===== src/rtl/core/sip_pkg.sv =====
// Shared types and constants for the self-boot image parser.
// Used by the front parser, the result queue, the back end and the top level.
package sip_pkg;

    localparam logic [6:0] DEV_ADDR_RESET = 7'd52;
    localparam int         QUEUE_DEPTH_DEFAULT = 4;
    localparam logic [15:0] MIN_BLOCK_LEN = 16'd3;

    localparam logic [7:0] OP_END   = 8'h00;
    localparam logic [7:0] OP_WRITE = 8'h01;
    localparam logic [7:0] OP_DELAY = 8'h02;
    localparam logic [7:0] OP_NOP_A = 8'h03;
    localparam logic [7:0] OP_NOP_B = 8'h04;
    localparam logic [7:0] OP_NOP_C = 8'h05;
    localparam logic [7:0] OP_END_B = 8'h06;

    localparam logic CMD_BYTE  = 1'b0;
    localparam logic CMD_FAULT = 1'b1;

    typedef enum logic [2:0] {
        K_WRITE     = 3'd0,
        K_ADDR_ONLY = 3'd1,
        K_DELAY     = 3'd2,
        K_DONE      = 3'd3,
        K_ERROR     = 3'd4
    } t_kind;

    typedef enum logic [3:0] {
        PH_OPCODE  = 4'd0,
        PH_LEN_HI  = 4'd1,
        PH_LEN_LO  = 4'd2,
        PH_SKIP    = 4'd3,
        PH_ADDR_HI = 4'd4,
        PH_ADDR_LO = 4'd5,
        PH_DATA    = 4'd6,
        PH_DLY_HI  = 4'd7,
        PH_DLY_LO  = 4'd8
    } t_phase;

    typedef struct packed {
        t_kind       kind;
        logic [6:0]  bus_target;
        logic [15:0] reg_address;
        logic [7:0]  data_byte;
        logic        block_first;
        logic        block_last;
        logic [15:0] delay_value;
        logic        trunc_error;
    } t_entry;

endpackage


===== src/rtl/core/sip_front.sv =====
// Front parser: accepts image bytes and bus faults, tracks the record state
// and classifies each item into at most one queue entry. Depends on sip_pkg.
module sip_front
    import sip_pkg::*;
(
    input  logic        i_clk,
    input  logic        i_rst_n,
    input  logic        i_accept,
    input  logic        i_command,
    input  logic [7:0]  i_image_byte,
    input  logic        i_image_last,
    input  logic        i_cfg_write,
    input  logic [6:0]  i_cfg_data,
    output logic        o_push,
    output t_entry      o_entry
);

    t_phase      r_phase, n_phase;
    logic [15:0] r_block_length, n_block_length;
    logic [15:0] r_body_count, n_body_count;
    logic [15:0] r_block_reg, n_block_reg;
    logic [7:0]  r_delay_high, n_delay_high;
    logic        r_finished, n_finished;
    logic [6:0]  r_dev_addr;

    always_ff @(posedge i_clk) begin
        if (!i_rst_n) begin
            r_phase        <= PH_OPCODE;
            r_block_length <= '0;
            r_body_count   <= '0;
            r_block_reg    <= '0;
            r_delay_high   <= '0;
            r_finished     <= 1'b0;
            r_dev_addr     <= DEV_ADDR_RESET;
        end else begin
            r_phase        <= n_phase;
            r_block_length <= n_block_length;
            r_body_count   <= n_body_count;
            r_block_reg    <= n_block_reg;
            r_delay_high   <= n_delay_high;
            r_finished     <= n_finished;
            if (i_cfg_write) begin
                r_dev_addr <= i_cfg_data;
            end
        end
    end

    always_comb begin
        logic        has_res;
        logic        ended;
        logic        two;
        t_kind       kind0;
        logic [7:0]  data0;
        logic        first0;
        logic        last0;
        logic [15:0] dly0;
        logic [15:0] reg0;
        logic [15:0] cnt1;
        logic        wr;

        n_phase        = r_phase;
        n_block_length = r_block_length;
        n_body_count   = r_body_count;
        n_block_reg    = r_block_reg;
        n_delay_high   = r_delay_high;
        n_finished     = r_finished;
        has_res = 1'b0;
        ended   = 1'b0;
        two     = 1'b0;
        kind0   = K_ERROR;
        data0   = '0;
        first0  = 1'b0;
        last0   = 1'b0;
        dly0    = '0;
        reg0    = r_block_reg;
        cnt1    = r_body_count + 16'd1;

        if (i_accept) begin
            if (i_command == CMD_FAULT) begin
                if (!r_finished) begin
                    has_res    = 1'b1;
                    kind0      = K_ERROR;
                    n_finished = 1'b1;
                end
            end else if (r_finished) begin
                if (i_image_last) begin
                    n_phase        = PH_OPCODE;
                    n_block_length = '0;
                    n_body_count   = '0;
                    n_block_reg    = '0;
                    n_delay_high   = '0;
                    n_finished     = 1'b0;
                end
            end else begin
                unique case (r_phase)
                    PH_OPCODE: begin
                        unique case (i_image_byte) inside
                            OP_END, OP_END_B: begin
                                has_res = 1'b1;
                                kind0   = K_DONE;
                                ended   = 1'b1;
                            end
                            OP_WRITE: n_phase = PH_LEN_HI;
                            OP_DELAY: n_phase = PH_DLY_HI;
                            OP_NOP_A, OP_NOP_B, OP_NOP_C: n_phase = PH_OPCODE;
                            default: begin
                                has_res = 1'b1;
                                kind0   = K_ERROR;
                                ended   = 1'b1;
                            end
                        endcase
                    end
                    PH_LEN_HI: begin
                        n_block_length = {i_image_byte, 8'h00};
                        n_phase        = PH_LEN_LO;
                    end
                    PH_LEN_LO: begin
                        n_block_length = {r_block_length[15:8], i_image_byte};
                        if (n_block_length < MIN_BLOCK_LEN) begin
                            has_res = 1'b1;
                            kind0   = K_ERROR;
                            ended   = 1'b1;
                        end else begin
                            n_phase = PH_SKIP;
                        end
                    end
                    PH_SKIP: n_phase = PH_ADDR_HI;
                    PH_ADDR_HI: begin
                        n_block_reg = {i_image_byte, 8'h00};
                        n_phase     = PH_ADDR_LO;
                    end
                    PH_ADDR_LO: begin
                        n_block_reg  = {r_block_reg[15:8], i_image_byte};
                        reg0         = n_block_reg;
                        n_body_count = '0;
                        if (r_block_length == MIN_BLOCK_LEN) begin
                            has_res = 1'b1;
                            kind0   = K_ADDR_ONLY;
                            first0  = 1'b1;
                            last0   = 1'b1;
                            n_phase = PH_OPCODE;
                        end else begin
                            n_phase = PH_DATA;
                        end
                    end
                    PH_DATA: begin
                        has_res      = 1'b1;
                        kind0        = K_WRITE;
                        data0        = i_image_byte;
                        first0       = (r_body_count == 16'd0);
                        n_body_count = cnt1;
                        last0        = (cnt1 == (r_block_length - MIN_BLOCK_LEN));
                        if (last0) begin
                            n_phase = PH_OPCODE;
                        end
                    end
                    PH_DLY_HI: begin
                        n_delay_high = i_image_byte;
                        n_phase      = PH_DLY_LO;
                    end
                    PH_DLY_LO: begin
                        has_res = 1'b1;
                        kind0   = K_DELAY;
                        dly0    = {r_delay_high, i_image_byte};
                        n_phase = PH_OPCODE;
                    end
                    default: n_phase = PH_OPCODE;
                endcase

                if (i_image_last) begin
                    if (!ended) begin
                        if (has_res) begin
                            two = 1'b1;
                        end else begin
                            has_res = 1'b1;
                            kind0   = K_ERROR;
                        end
                    end
                    n_phase        = PH_OPCODE;
                    n_block_length = '0;
                    n_body_count   = '0;
                    n_block_reg    = '0;
                    n_delay_high   = '0;
                    n_finished     = 1'b0;
                end else if (ended) begin
                    n_finished = 1'b1;
                end
            end
        end

        wr = (kind0 == K_WRITE) || (kind0 == K_ADDR_ONLY);
        o_push              = has_res;
        o_entry.kind        = kind0;
        o_entry.bus_target  = wr ? r_dev_addr : 7'd0;
        o_entry.reg_address = wr ? reg0 : 16'd0;
        o_entry.data_byte   = (kind0 == K_WRITE) ? data0 : 8'd0;
        o_entry.block_first = wr ? first0 : 1'b0;
        o_entry.block_last  = wr ? last0 : 1'b0;
        o_entry.delay_value = (kind0 == K_DELAY) ? dly0 : 16'd0;
        o_entry.trunc_error = two;
    end

endmodule


===== src/rtl/core/sip_queue.sv =====
// Short first-in first-out queue of classified entries between front and back.
// Depends on sip_pkg for the entry type.
module sip_queue
    import sip_pkg::*;
#(
    parameter int DEPTH = QUEUE_DEPTH_DEFAULT
) (
    input  logic   i_clk,
    input  logic   i_rst_n,
    input  logic   i_push,
    input  t_entry i_entry,
    input  logic   i_pop,
    output logic   o_full,
    output logic   o_empty,
    output t_entry o_head
);

    localparam int PW = (DEPTH > 1) ? $clog2(DEPTH) : 1;
    localparam int CW = $clog2(DEPTH + 1);
    localparam logic [PW-1:0] LAST_PTR = PW'(DEPTH - 1);
    localparam logic [CW-1:0] FULL_CNT = CW'(DEPTH);

    t_entry        r_mem [DEPTH];
    logic [PW-1:0] r_wr_ptr, n_wr_ptr;
    logic [PW-1:0] r_rd_ptr, n_rd_ptr;
    logic [CW-1:0] r_count, n_count;
    logic          do_push, do_pop;

    assign o_full  = (r_count == FULL_CNT);
    assign o_empty = (r_count == '0);
    assign o_head  = r_mem[r_rd_ptr];
    assign do_push = i_push && !o_full;
    assign do_pop  = i_pop && !o_empty;

    always_comb begin
        n_wr_ptr = r_wr_ptr;
        n_rd_ptr = r_rd_ptr;
        n_count  = r_count;
        if (do_push) begin
            n_wr_ptr = (r_wr_ptr == LAST_PTR) ? '0 : r_wr_ptr + 1'b1;
        end
        if (do_pop) begin
            n_rd_ptr = (r_rd_ptr == LAST_PTR) ? '0 : r_rd_ptr + 1'b1;
        end
        if (do_push && !do_pop) begin
            n_count = r_count + 1'b1;
        end else if (do_pop && !do_push) begin
            n_count = r_count - 1'b1;
        end
    end

    always_ff @(posedge i_clk) begin
        if (!i_rst_n) begin
            r_wr_ptr <= '0;
            r_rd_ptr <= '0;
            r_count  <= '0;
        end else begin
            r_wr_ptr <= n_wr_ptr;
            r_rd_ptr <= n_rd_ptr;
            r_count  <= n_count;
        end
    end

    always_ff @(posedge i_clk) begin
        if (do_push) begin
            r_mem[r_wr_ptr] <= i_entry;
        end
    end

endmodule


===== src/rtl/core/sip_back.sv =====
// Back end: takes queue entries and drives the registered result channel,
// adding the trailing truncation error where an entry carries one. Uses sip_pkg.
module sip_back
    import sip_pkg::*;
(
    input  logic        i_clk,
    input  logic        i_rst_n,
    input  logic        i_empty,
    input  t_entry      i_head,
    output logic        o_pop,
    output logic        o_valid,
    input  logic        i_ready,
    output t_entry      o_result,
    output logic        o_run_last
);

    logic   r_valid, n_valid;
    logic   r_pend, n_pend;
    t_entry r_res, n_res;
    logic   r_run_last, n_run_last;
    logic   slot_free;

    assign slot_free  = !r_valid || i_ready;
    assign o_valid    = r_valid;
    assign o_result   = r_res;
    assign o_run_last = r_run_last;

    always_comb begin
        n_valid    = r_valid;
        n_pend     = r_pend;
        n_res      = r_res;
        n_run_last = r_run_last;
        o_pop      = 1'b0;
        if (slot_free) begin
            if (r_pend) begin
                n_valid    = 1'b1;
                n_pend     = 1'b0;
                n_res      = '0;
                n_res.kind = K_ERROR;
                n_run_last = 1'b1;
            end else if (!i_empty) begin
                o_pop      = 1'b1;
                n_valid    = 1'b1;
                n_res      = i_head;
                n_pend     = i_head.trunc_error;
                n_run_last = !i_head.trunc_error;
            end else begin
                n_valid = 1'b0;
            end
        end
    end

    always_ff @(posedge i_clk) begin
        if (!i_rst_n) begin
            r_valid <= 1'b0;
            r_pend  <= 1'b0;
        end else begin
            r_valid <= n_valid;
            r_pend  <= n_pend;
        end
        r_res      <= n_res;
        r_run_last <= n_run_last;
    end

endmodule


===== src/rtl/core/selfboot_image_parser_unit.sv =====
// A result is written into the queue and then into the registered output stage of
// the back end before it is presented.
// Throughput: one input item per cycle while the queue is not full; the output
// registers one result per cycle while ready, so a write with a truncation error gives two results.
// Queue depth sets how far the front may run ahead of a stalled output.
// Reset is synchronous and active low; the device address returns to 52.
module selfboot_image_parser_unit
    import sip_pkg::*;
#(
    parameter int QUEUE_DEPTH = QUEUE_DEPTH_DEFAULT
) (
    input  logic        i_clk,
    input  logic        i_rst_n,
    input  logic        i_in_valid,
    output logic        o_in_ready,
    input  logic        i_command,
    input  logic [7:0]  i_image_byte,
    input  logic        i_image_last,
    output logic        o_out_valid,
    input  logic        i_out_ready,
    output logic [2:0]  o_kind,
    output logic [6:0]  o_bus_target,
    output logic [15:0] o_reg_address,
    output logic [7:0]  o_data_byte,
    output logic        o_block_first,
    output logic        o_block_last,
    output logic [15:0] o_delay_value,
    output logic        o_run_last,
    input  logic        i_cfg_valid,
    output logic        o_cfg_ready,
    input  logic [6:0]  i_cfg_data
);

    logic   full, empty, push, pop, accept;
    t_entry push_entry, head, result;

    assign o_in_ready  = !full;
    assign accept      = i_in_valid && !full;
    assign o_cfg_ready = 1'b1;

    sip_front u_front (
        .i_clk        (i_clk),
        .i_rst_n      (i_rst_n),
        .i_accept     (accept),
        .i_command    (i_command),
        .i_image_byte (i_image_byte),
        .i_image_last (i_image_last),
        .i_cfg_write  (i_cfg_valid),
        .i_cfg_data   (i_cfg_data),
        .o_push       (push),
        .o_entry      (push_entry)
    );

    sip_queue #(
        .DEPTH (QUEUE_DEPTH)
    ) u_queue (
        .i_clk   (i_clk),
        .i_rst_n (i_rst_n),
        .i_push  (push),
        .i_entry (push_entry),
        .i_pop   (pop),
        .o_full  (full),
        .o_empty (empty),
        .o_head  (head)
    );

    sip_back u_back (
        .i_clk      (i_clk),
        .i_rst_n    (i_rst_n),
        .i_empty    (empty),
        .i_head     (head),
        .o_pop      (pop),
        .o_valid    (o_out_valid),
        .i_ready    (i_out_ready),
        .o_result   (result),
        .o_run_last (o_run_last)
    );

    assign o_kind        = result.kind;
    assign o_bus_target  = result.bus_target;
    assign o_reg_address = result.reg_address;
    assign o_data_byte   = result.data_byte;
    assign o_block_first = result.block_first;
    assign o_block_last  = result.block_last;
    assign o_delay_value = result.delay_value;

endmodule


===== config.mk =====
export PLATFORM = sky130hd
export DESIGN_NAME = selfboot_image_parser_unit
export DESIGN_NICKNAME = d
export VERILOG_FILES = /design/src/rtl/core/sip_pkg.sv /design/src/rtl/core/sip_front.sv /design/src/rtl/core/sip_queue.sv /design/src/rtl/core/sip_back.sv /design/src/rtl/core/selfboot_image_parser_unit.sv
export SDC_FILE = /design/constraint.sdc
export NUM_CORES = 1
export LEC_CHECK = 0
export BUFFER_PORTS_ARGS = -buffer_cell sky130_fd_sc_hd__buf_2
export CAP_MARGIN = 20
export CORE_ASPECT_RATIO = 1.1
export CORE_MARGIN = 3
export CORE_UTILIZATION = 60
export CTS_CLUSTER_SIZE = 16
export DETAILED_ROUTE_END_ITERATION = 10
export PLACE_DENSITY = 0.78
export SKIP_CTS_REPAIR_TIMING = 1
export SLEW_MARGIN = 20
export SYNTH_ARGS = -nofsm -noshare
export SYNTH_HDL_FRONTEND = slang
export SYNTH_SLANG_ARGS = --single-unit

===== constraint.sdc =====
create_clock -name i_clk -period 4.1 [get_ports i_clk]
set_clock_uncertainty 0.1 [all_clocks]
set_input_delay 0.41 -clock i_clk [delete_from_list [all_inputs] [get_ports i_clk]]
set_output_delay 0.41 -clock i_clk [all_outputs]
set_load 0.02 [all_outputs]

==> flow_metrics.py <==
metrics = {
    "setup_path": {
        "cp_num_cells": 11,
        "endpoint": "u_queue.r_count[2]",
        "start_kind": "flip-flop",
        "timing.rr.end": "u_queue.r_count[2]",
        "worst-r2r-setup-slack_ps": 450,
        "timing.rr.start": "u_front.r_block_length[10]",
        "crit_fanout": 7,
        "cp.arrival_ps": 3980,
        "required_ps": 4430,
        "crit_start": "u_front.r_block_length[10]",
        "crit_chain": "or4_4, or3_4, o32ai_4, nor4_1, nor3_4, ha_1, inv_1, fa_1, xor2_1, or3_1, a21boi_0",
        "slowest_delay_ps": 570,
        "crit_path_end_kind": "flip-flop",
        "path_delay_family": "simple AND/OR/NAND/NOR gates",
        "r2r_cells": 11,
        "cp.buffers_inverters": 1,
        "crit_slowest_cell": "or4_4",
        "path_class": "flip-flop to flip-flop",
    },
    "power": {
        "peakVddDrop_mv": 0.546,
        "p_leak_nw": 5.85,
        "power_mw": 10.1,
        "power_density_nw_per_um2": 608,
    },
    "final_layout": {
        "largest_reg_flops": 212,
        "area_growth_pct": 13.7,
        "nets": 1127,
        "diodes": 0,
        "drive_gt1_share_pct": 20.8,
        "top_register": "u_queue.r_mem",
        "fin_area_um2": 16700,
        "fill_cells": 1563,
    },
    "cts": {
        "clk_latency_ps": 510,
        "cts_made_buffers": 36,
        "cts_sinks": 344,
        "cts_buffer_depth": 3,
        "clkTransAtPathRegs_ps": 60,
        "cts_root_buffer": "clkbuf_16",
        "cts_htree_levels": 2,
        "cts_tree": "yes",
    },
    "floorplan": {
        "design.portCount": 78,
        "die_w_um": 155,
        "start_util_pct": 61.6,
        "die_y_um": 170,
        "rows": 59,
        "core_area_um2": 23800,
        "die_area_um2": 26400,
    },
    "detailed_routing": {
        "drt-wirelength-per-cell_um": 21.7,
        "postRouteAntennaNets": 0,
        "wirelength_mm": 31.0,
        "dr.pass1.iters": 5,
        "drt_iter0_markers": 546,
        "num_vias": 8794,
        "drc": 0,
        "viasPerCell": 6.16,
    },
    "synth": {
        "yosys_warnings": 0,
        "synth.area.top_cells": "edfxtp_1 54%, dfxtp_1 11%, mux4_2 8.1%",
        "synthAdderAreaFrac_pct": 0.903,
        "synth_top_area_share_pct": 54.2,
        "synth_mux_area_share_pct": 9.97,
        "synth_cell_types": 66,
        "syn-cell-area_um2": 14700,
        "avgSynthCellArea_um2": 14.4,
        "ys_ff_latch": 344,
        "synth_edf_count": 265,
        "synthSimpleGateAreaFrac_pct": 14.1,
        "synth_top_family_by_area": "simple AND/OR/NAND/NOR gates",
        "synthFlopType": "edfxtp_1",
        "async_flop_share_pct": 0,
        "seq_area_frac_synth_pct": 65.0,
        "yosys.area.top_type": "edfxtp_1",
        "synth_xor_area_share_pct": 2.88,
        "synth_fp_nets": 1053,
        "synth_compound_area_share_pct": 5.08,
        "synth_cells": 1021,
    },
    "status": {
        "outcome": "complete, no violations",
    },
    "global_route": {
        "grt_antenna_before_repair": 2,
        "grt_pass1_wl_mm": 49.3,
        "globalRouteOverflowTotal": 0,
        "grt_start_max_net_pins": 62,
        "grt_pass1_vias": 8839,
        "track_usage_pct": 23.8,
    },
    "place": {
        "place_area_um2": 15500,
        "gp_congestion": 0.896,
        "portBuffers": 76,
        "dp_hpwl_mm": 19.4,
    },
    "sta": {
        "fin_crit_sh_pct": 89.0,
        "setup_viol": 0,
        "min_period_ps": 3650,
        "slew_violations": 0,
        "fmax_ghz": 0.274,
        "rsz0062_at_grt": "no",
        "tightest_slew_ps": 1030,
        "hold_ws_ps": 6.56,
        "finalHoldViolCount": 0,
        "tns_ps": 0,
        "slew-limit-headroom_pct": 31.2,
    },
    "worst_hold_path": {
        "hold_class": "input pin to flip-flop",
    },
    "job": {
        "max-cap-violations": 0,
    },
}
## cell usage in the layout (no fill, tap or decap), drive strengths merged, types with 5 or more instances in the layout
cell / netlist / layout
xor2: 7 / 7
nor4: 17 / 17
dfxtp: 79 / 79
a32oi: 17 / 17
edfxtp: 265 / 265
nor2: 44 / 44
or4: 7 / 7
nand2b: 5 / 5
nor3: 17 / 17
o21ai: 26 / 26
a21oi: 26 / 26
mux4: 53 / 53
or3: 5 / 5
clkbuf: 54 / 47
nand4: 9 / 9
ha: 9 / 9
buf: 10 / 100
nand3: 31 / 31
mux2i: 27 / 27
xnor2: 31 / 31
nor2b: 101 / 101
clkinv: 0 / 10
a21boi: 21 / 21
and2: 51 / 51
inv: 12 / 13
and3: 9 / 9
nand2: 40 / 40
## layout make-up
| type | instances | area (um^2) | area share, % |
|---|---|---|---|
| clock inverters | 18 | 205 | 1.23 |
| well taps | 305 | 382 | 2.29 |
| inverters | 12 | 45.0 | 0.270 |
| clock buffers | 47 | 992 | 5.94 |
| flip-flops and latches | 344 | 9550 | 57.2 |
| multi-input cells | 601 | 4880 | 29.2 |
| repair buffers | 100 | 648 | 3.88 |
## layer usage
metal | GRT usage [%] | share of wire [%]
met1 | 31.9 | 40
met2 | 40.5 | 52
met3 | 3.89 | 5.7
met4 | 7.53 | 2.4
met5 | 0 | 0.087
## where the power goes
group / internal [mW] / total (mW) / switching (mW)
logic: 0.976 / 2.24 / 1.27
clock network: 1.96 / 3.27 / 1.30
registers: 4.40 / 4.64 / 0.242
## cells by family after synthesis
kind of cell / count (synthesis)
AO/OA/AOI/OAI: 109
XOR/XNOR: 42
adder cells (fa/ha/maj): 10
buffers and inverters: 76
flip-flops: 344
multiplexers: 80
other: 1
AND/OR/NAND/NOR: 359
## worst min-delay path, stage by stage
cell	delay, ps
buf_2	80
mux2i_1	50
nand2_1	60
## cells in the mapped netlist, drive strengths merged, types with 2 or more instances
cell    number
xnor2       31
nand2b       5
xor2         7
a21oi       26
ha           9
nor2        44
edfxtp     265
nand3       31
nand4        9
and2        51
mux2i       27
nor3b        2
or3b         3
o21ai       26
nand3b       4
inv         12
nor2b      101
nand2       40
a32oi       17
nand4b       4
buf         10
o21bai       2
nor3        17
clkbuf      54
o211ai       4
dfxtp       79
a21boi      21
or4          7
and4         3
o31ai        2
or3          5
and3         9
mux4        53
nor4b        2
nor4        17
xnor3        4
## how the worst min path moves through the flow
stage	slack (ps)	cells past startpoint	end	start
2_1_floorplan	330	2	u_front.r_dev_addr[2]	u_front.r_dev_addr[2]
3_3_place_gp	350	2	u_front.r_dev_addr[4]	u_front.r_dev_addr[4]
3_5_place_dp	350	2	u_front.r_dev_addr[4]	u_front.r_dev_addr[4]
4_1_cts	-10	3	u_front.r_dev_addr[2]	i_cfg_data[2]
5_1_grt	20	3	u_front.r_dev_addr[2]	i_cfg_data[2]
6_report	7	3	u_front.r_dev_addr[2]	i_cfg_data[2]
## metrics by stage
stage / worst slack, ps / utilization (%) / cells
2_1_floorplan: 340 / - / 1021
3_3_place_gp: 520 / 65.0 / 1362
3_5_place_dp: 480 / 65.0 / 1362
4_1_cts: 466 / 70.0 / 1427
5_1_grt: 255 / 70.0 / 1427
6_report: 452 / 70.0 / 1427
(Power assumes the default switching activity.)
